## src/hw/rtl/va_pkg.sv

```systemverilog
// Shared constants, types and helper functions for the vector angle pipeline.
package va_pkg;

    localparam int COMP_W_DEF   = 16;
    localparam int NORM_W       = 30;   // normalized magnitude width
    localparam int SQ_W         = 60;
    localparam int SUM_W        = 62;
    localparam int ISQ_W        = 63;   // root extractor working width
    localparam int ISQ_STEPS    = 31;
    localparam int ROOT_W       = 31;
    localparam int CORDIC_STEPS = 31;
    localparam int XY_W         = 35;
    localparam int Z_W          = 34;
    localparam int T_W          = 36;
    localparam int ANGLE_W      = 16;
    localparam int ANGLE_MAX    = 51472;
    localparam int ATAN_LEN     = 11;
    localparam logic [T_W-1:0] PI_Q30     = T_W'(64'd3373259426);
    localparam logic [T_W-1:0] ROUND_HALF = T_W'(32768);

    // Side data that travels with each request through the pipeline
    typedef struct packed {
        logic              dpos;    // dot product strictly positive
        logic              deg;     // one vector is zero
        logic [NORM_W-1:0] xn;      // normalized |dot|
    } t_tag;

    // Angle increment of CORDIC step i, Q30
    function automatic logic [Z_W-1:0] atan_step(input int i);
        logic [Z_W-1:0] v;
        case (i)
            0:       v = Z_W'(843314857);
            1:       v = Z_W'(497837829);
            2:       v = Z_W'(263043837);
            3:       v = Z_W'(133525159);
            4:       v = Z_W'(67021687);
            5:       v = Z_W'(33543516);
            6:       v = Z_W'(16775851);
            7:       v = Z_W'(8388437);
            8:       v = Z_W'(4194283);
            9:       v = Z_W'(2097149);
            10:      v = Z_W'(1048576);
            default: v = Z_W'(64'd1 << (30 - i));
        endcase
        return v;
    endfunction

    // Arithmetic right shift that truncates toward zero
    function automatic logic signed [XY_W-1:0] shr_tz(input logic signed [XY_W-1:0] v,
                                                      input int k);
        logic [XY_W-1:0] a;
        a = v[XY_W-1] ? XY_W'(-v) : XY_W'(v);
        a = a >> k;
        return v[XY_W-1] ? signed'(-a) : signed'(a);
    endfunction

endpackage

```

## src/hw/rtl/va_isqrt.sv

```systemverilog
// Pipelined integer square root, one result bit per stage.
module va_isqrt (
    input  logic                      i_clk,
    input  logic                      i_rst_n,
    input  logic                      i_en,
    input  logic                      i_valid,
    input  logic [va_pkg::SUM_W-1:0]  i_sum,
    input  va_pkg::t_tag              i_tag,
    output logic                      o_valid,
    output logic [va_pkg::ROOT_W-1:0] o_root,
    output va_pkg::t_tag              o_tag
);
    import va_pkg::*;

    logic [ISQ_STEPS-1:0] r_v;
    logic [ISQ_W-1:0]     r_rem [ISQ_STEPS];
    logic [ISQ_W-1:0]     r_res [ISQ_STEPS];
    t_tag                 r_tag [ISQ_STEPS];

    always_ff @(posedge i_clk) begin
        if (!i_rst_n) begin
            r_v <= '0;
        end else if (i_en) begin
            r_v <= {r_v[ISQ_STEPS-2:0], i_valid};
        end
    end

    for (genvar k = 0; k < ISQ_STEPS; k++) begin : g_step
        localparam logic [ISQ_W-1:0] BIT = ISQ_W'(1) << (2 * (ISQ_STEPS - 1 - k));
        logic [ISQ_W-1:0] rem_in, res_in, trial;
        t_tag             tag_in;

        if (k == 0) begin : g_first
            assign rem_in = ISQ_W'(i_sum);
            assign res_in = '0;
            assign tag_in = i_tag;
        end else begin : g_next
            assign rem_in = r_rem[k-1];
            assign res_in = r_res[k-1];
            assign tag_in = r_tag[k-1];
        end

        assign trial = res_in + BIT;

        // one compare-subtract per stage
        always_ff @(posedge i_clk) begin
            if (i_en) begin
                if (rem_in >= trial) begin
                    r_rem[k] <= rem_in - trial;
                    r_res[k] <= (res_in >> 1) + BIT;
                end else begin
                    r_rem[k] <= rem_in;
                    r_res[k] <= res_in >> 1;
                end
                r_tag[k] <= tag_in;
            end
        end
    end

    assign o_valid = r_v[ISQ_STEPS-1];
    assign o_root  = r_res[ISQ_STEPS-1][ROOT_W-1:0];
    assign o_tag   = r_tag[ISQ_STEPS-1];

endmodule

```

## config.mk

```make
export PLATFORM = sky130hd
export DESIGN_NAME = va_isqrt
export DESIGN_NICKNAME = d
export VERILOG_FILES = /design/src/hw/rtl/va_pkg.sv /design/src/hw/rtl/va_isqrt.sv
export SDC_FILE = /design/constraint.sdc
export NUM_CORES = 2
export LEC_CHECK = 0
export BUFFER_PORTS_ARGS = -buffer_cell sky130_fd_sc_hd__clkbuf_2
export CAP_MARGIN = 0
export CORE_MARGIN = 2
export CORE_UTILIZATION = 45
export CTS_BUF_LIST = sky130_fd_sc_hd__clkbuf_4 sky130_fd_sc_hd__clkbuf_8
export DETAILED_ROUTE_END_ITERATION = 12
export SLEW_MARGIN = 10
export SYNTH_ARGS = -nofsm -noshare
export SYNTH_HDL_FRONTEND = slang
export SYNTH_MEMORY_MAX_BITS = 65536
export SYNTH_SLANG_ARGS = --single-unit
```

## constraint.sdc

```tcl
create_clock -name i_clk -period 5.64 [get_ports i_clk]
set_clock_uncertainty 0.2 [all_clocks]
set_input_delay 1.128 -clock i_clk [delete_from_list [all_inputs] [get_ports i_clk]]
set_output_delay 1.128 -clock i_clk [all_outputs]
set_load 0.1 [all_outputs]
```

== Yosys cells after proc, flatten, opt, wreduce, memory -nomap -nowiden ==
Memories as Yosys holds them, arrays and structs flattened.
Index checks and enable logic that the tools add are counted.

* Bits in writable memories: 4898
* Memories kept: 3
* Bits of input ports: 98
* Flip-flop bits (word level): 31

* Order comparisons: 31
* Bitwise gates (word level): 62
* Add/subtract/negate cells: 91
* Muxes and demuxes: 250

{| class="wikitable"
|+ Memory list
! name !! depth !! bits a word !! rd ports !! clocked after Yosys merged registers in !! write ports !! RTL line !! source
|-
| r_rem || 31 || 63 || 30 || 0 || 31 || va_isqrt.sv:16 || <nowiki>logic [ISQ_W-1:0] r_rem [ISQ_STEPS];</nowiki>
|-
| r_res || 31 || 63 || 31 || 0 || 31 || va_isqrt.sv:17 || <nowiki>logic [ISQ_W-1:0] r_res [ISQ_STEPS];</nowiki>
|-
| r_tag || 31 || 32 || 31 || 0 || 31 || va_isqrt.sv:18 || <nowiki>t_tag r_tag [ISQ_STEPS];</nowiki>
|}

{| class="wikitable"
|+ Operators by type and width
! kind !! number
|-
| 63-bit two-way mux || 62
|-
| 63-bit >= comparator || 30
|-
| 63-bit subtractor || 30
|-
| 1-bit two-way mux || 188
|-
| 62-bit by 1-bit adder with 63-bit output, second input constant || 1
|-
| 62-bit by 11-bit adder with 63-bit output, second input constant || 1
|-
| 62-bit by 13-bit adder with 63-bit output, second input constant || 1
|-
| 62-bit by 15-bit adder with 63-bit output, second input constant || 1
|-
| 62-bit by 17-bit adder with 63-bit output, second input constant || 1
|-
| 62-bit by 19-bit adder with 63-bit output, second input constant || 1
|-
| 62-bit by 21-bit adder with 63-bit output, second input constant || 1
|-
| 62-bit by 23-bit adder with 63-bit output, second input constant || 1
|-
| 62-bit by 25-bit adder with 63-bit output, second input constant || 1
|-
| 62-bit by 27-bit adder with 63-bit output, second input constant || 1
|-
| 62-bit by 29-bit adder with 63-bit output, second input constant || 1
|-
| 62-bit by 3-bit adder with 63-bit output, second input constant || 1
|-
| 62-bit by 31-bit adder with 63-bit output, second input constant || 1
|-
| 62-bit by 33-bit adder with 63-bit output, second input constant || 1
|-
| 62-bit by 35-bit adder with 63-bit output, second input constant || 1
|-
| 62-bit by 37-bit adder with 63-bit output, second input constant || 1
|-
| 62-bit by 39-bit adder with 63-bit output, second input constant || 1
|-
| 62-bit by 41-bit adder with 63-bit output, second input constant || 1
|-
| 62-bit by 43-bit adder with 63-bit output, second input constant || 1
|-
| 62-bit by 45-bit adder with 63-bit output, second input constant || 1
|-
| other kinds (43) || 104
|}

== Longest topological paths before layout ==
An unclocked memory read counts as a cell.

* Word-level depth: 7
* Depth in mapped cells: 14

== Worst setup path before layout ==
Ideal clock, no wire load.

* Path type: input port to flip-flop
* Start: in i_en
* End: mem r_rem[29][0], in the netlist r_rem[1][819] (enable)
* Path buffers: 3
* Required time: 4.955 ns
* Stages on the path: 3
* Setup slack: 0.720 ns
* Arrival: 4.235 ns
* Cells stage by stage: clkbuf_1 clkbuf_1 clkbuf_1

{| class="wikitable"
|+ RTL lines
! what !! RTL line !! source
|-
| start: declaration || va_isqrt.sv:5 || <nowiki>input logic i_en,</nowiki>
|-
| end: declaration || va_isqrt.sv:16 ||
|}

==> results.txt <==
The run finished with clean final reports. The maximum operating frequency is 192 MHz. Yosys instantiated no cell more often than edfxtp_1.

The share of total power dissipated in sequential elements is 0.501. The number of antenna violations at the first check in global routing was 26. Subtracting the final worst setup slack from the clock period gives 5.21 ns. The detailed-route wire length per cell came out at 23.7 um.

Yosys attributes the largest share of cell area to edfxtp_1 69%, ha_1 4.5%, xnor2_1 2.6%, xor2_1 2.5%, nand2_1 2.0%. The final number of max-transition violations came to 0. TritonCTS built the clock tree. The distinct cell type count after synthesis came out at 95. The setup slack of the most critical reg-to-reg path is 0.43 ns.

The largest driver fanout on the critical path is 15. The number of global-route vias before repair was 89200. For the pin with the worst max-slew slack, the measured transition is 1.18 ns. The data arrival time of the worst path came out at 5.98 ns.

The total leakage power came out at 60.7 nW. The fraction of synthesized cell area taken by the top area cell type is 0.687. The fraction of final layout cells sized beyond drive strength 1 came out at 0.114. The total via count in the routed design came out at 88900. The relative area change from synthesis to final layout is 12.7%. The number of fill cells came out at 27700.

Entering global routing, the biggest net connects 185 pins. Of the available clock period, the critical path in the final layout requires 0.925. The worst min-delay path endpoint is r_res[1][582]. The mean post-synth cell area came out at 14.0 um^2. The power consumption came out at 66.7 mW. The signal on the critical path passes through or4_1 -> or4_1 -> nor3_1 -> nand4_1 -> and4b_2 -> a2111oi_1 -> nand3_1 -> xnor2_1.

Among the stages of the critical path, the cell type that occurs most often is or4_1. The required time of the critical path came out at 6.40 ns. The instance count along the most critical hold path came out at 1.

The number of hold violations in the final report is 0. The switching power came out at 19.4 mW. The largest single stage delay on the critical path is 0.95 ns. The power density of the placed cells is 401 mW/mm^2. The number of flip-flops and latches in the synthesized netlist is 3409. The final estimated routing congestion in global placement came out at 0.975. The worst setup path category is reg2reg.

The post-route setup TNS came out at 0 ns. The die boundary height came out at 577 um. The deepest clock path buffer count is 4. The clock-pin slew on the worst setup and hold paths came out at 0.07 ns. Clock tree synthesis found a total of 3409 sinks. The number of setup violations in the final report is 0. The combined area of all synthesized cells came out at 0.148 mm^2. The class of the tightest hold or removal check is in2reg. By count the netlist is led by 3378 x edfxtp_1, 773 x nand2_1, 666 x inv_1. The first global-routing pass estimated 565000 um of wire.

The total number of yosys warnings came out at 0. The DRC violations left came out at 0. The origin of the critical flop-to-flop path is r_rem[1][547]. Summed over all layers, the routed wires come to 381000 um. At the later pin of the worst-skew pair, clock insertion delay measures 1.19 ns. The worst register-to-register path ends at r_rem[1][625]. Row generation in the floorplan step produced 210 rows. The clock root buffer is clkbuf_8. The total track usage came out at 0.226. The number of cells produced by synthesis came out at 10600. Among all stages on the critical path, the largest delay is contributed by a2111oi_1. The number of enable flip-flop cells after synthesis came out at 3378. For this run, the leading register cell type out of synthesis is edfxtp_1. The worst hold path begins at i_en. The internal power contribution came out at 47.3 mW. The die footprint is 0.333 mm^2. The top-level port count is 162.

The placeable core region is 0.327 mm^2. The number of iterations in the first detailed-routing pass is 6. The number of H-tree branching levels is 6.

The die boundary width came out at 577 um. The worst setup slack after placement came out at 0.538 ns. The async set-reset flop share out of synthesis came out at 0. Setup repair after global routing left no endpoint under its margin. The total of cells resized after clock tree synthesis came out at 0. The switching part of the total is 0.291. Of the total power, combinational logic draws 0.169. Detailed placement finished with a half-perimeter wire length of 282000 um. The leftover overflow at the end of global routing is 0. At the end of the flow, the number of nets in the layout was 11900. The worst pin sits at a relative slew slack of 0.204. The part of the power in the clock network came out at 0.330. Across the run, the number of max-cap violations was 0. The initial utilization of the core area, before any placement, comes to 0.451. The first-iteration detailed-routing DRC count is 7979. For this run, the share of the core covered by cells in the final layout is 0.509. The count of nets left with antenna violations after detail routing came out at 0. Synthesis produced a netlist with a net count of 11200. The type of destination of the critical path is a flop. The number of setup buffers added after CTS came out at 0. The worst setup path is launched from a flop. The dominant cell type by area after synthesis is edfxtp_1. The worst-case vdd ir drop is 0.234 mV. The mean number of vias per cell came out at 5.53. The share of the Yosys chip area taken by registers is 0.692.

The count of buffers added on input and output ports is 161. The clock buffer count from CTS is 581. The length in cells of the worst reg-to-reg path is 8.

The worst path setup slack after routing is 0.426 ns.
critical path, delay by kind of cell (launching register included):
family / cells / cell delay, ns
AO/OA/AOI/OAI: 1 / 0.95
XOR/XNOR: 1 / 0.31
flip-flops: 1 / 0.45
AND/OR/NAND/NOR: 6 / 3.11
worst max-delay path by stage:
stage	from	to	slack [ns]	depth (start not counted)
2_1_floorplan	i_en	r_rem[1][819]	0.72	3
3_3_place_gp	r_rem[1][44]	r_rem[1][123]	0.38	11
3_5_place_dp	r_rem[1][44]	r_rem[1][123]	0.54	11
4_1_cts	r_rem[1][44]	r_rem[1][123]	0.48	11
5_1_grt	r_rem[1][547]	r_rem[1][625]	0.40	8
6_report	r_rem[1][547]	r_rem[1][625]	0.43	8
sequential cells by signal, indices dropped and copies added, names as in the netlist:
name   flops
r_rem   1890
r_res    496
r_tag    992
r_v       31
layout by cell type (no fill, tap or decap), types with 43 or more instances in the layout:
cell / n
clkbuf_2: 160
or3_1: 104
edfxtp_1: 3378
nand2_1: 773
nand4_1: 184
o31ai_1: 50
a31oi_1: 45
xor2_1: 422
mux2_2: 74
buf_4: 91
nor2b_1: 95
ha_1: 525
inv_1: 666
or4_1: 91
a21o_1: 218
or2_2: 49
a21oi_1: 450
nor4b_1: 67
clkinv_2: 54
nand3_1: 144
mux2i_1: 47
nor2_1: 484
xnor2_1: 432
dlygate4sd3_1: 95
nand2b_1: 101
and3_1: 43
nor4_1: 370
clkbuf_4: 164
nor3_1: 285
o21ai_0: 510
clkinv_1: 135
clkbuf_8: 585
o21a_1: 87
kinds of logic after synthesis:
logic type	synth area share
AOI/OAI and AO/OA	0.0740
xor gates and xnor gates	0.0507
adders and majority gates	0.0445
buffers and inverters	0.0234
DFF	0.692
muxes	0.00884
and+or+nand+nor	0.107
layout make-up:
cell class	instances	area, um^2	share of cell area
Antenna cell	17	42.5	0.000256
Clock buffer	749	9280	0.0558
Clock inverter	269	2100	0.0126
Inverter	669	2510	0.0151
Multi-Input combinational cell	6245	42200	0.254
Sequential cell	3409	102000	0.613
Tap cell	4346	5440	0.0327
Timing Repair Buffer	360	2720	0.0163
layer usage:
metal  GRT usage  vias up  wire, um
met3      0.0364      825     20400
met5           0        -       116
met4       0.105       10     18400
li1            -    41600         -
met1       0.282    43500    156000
met2       0.386     2985    187000
stage by stage:
stage               cells  hold slack, ns  cell area [um^2]
floorplan           10600           0.200            148000
global placement    14900           0.200            154000
detailed placement  14900           0.205            154000
CTS                 16000        0.000695            166000
global route        16100          0.0779            166000
finish              16100           0.140            166000
power by group through the flow:
stage                     registers (mW)  logic, mW  clock network [mW]
after floorplan                     32.8       7.89                   0
after global placement              33.9       11.0                   0
after detailed placement            33.9       11.1                   0
after CTS                           33.4       11.2                22.7
after global routing                33.6       12.4                23.8
final                               33.4       11.3                22.0
timing repair:
item / in CTS / in global routing
endpoints found under the setup margin: 0 / 0
endpoints found under the hold margin: 95 / 0
hold buffers: 95 / 0
Power figures use the tool's default switching activity.
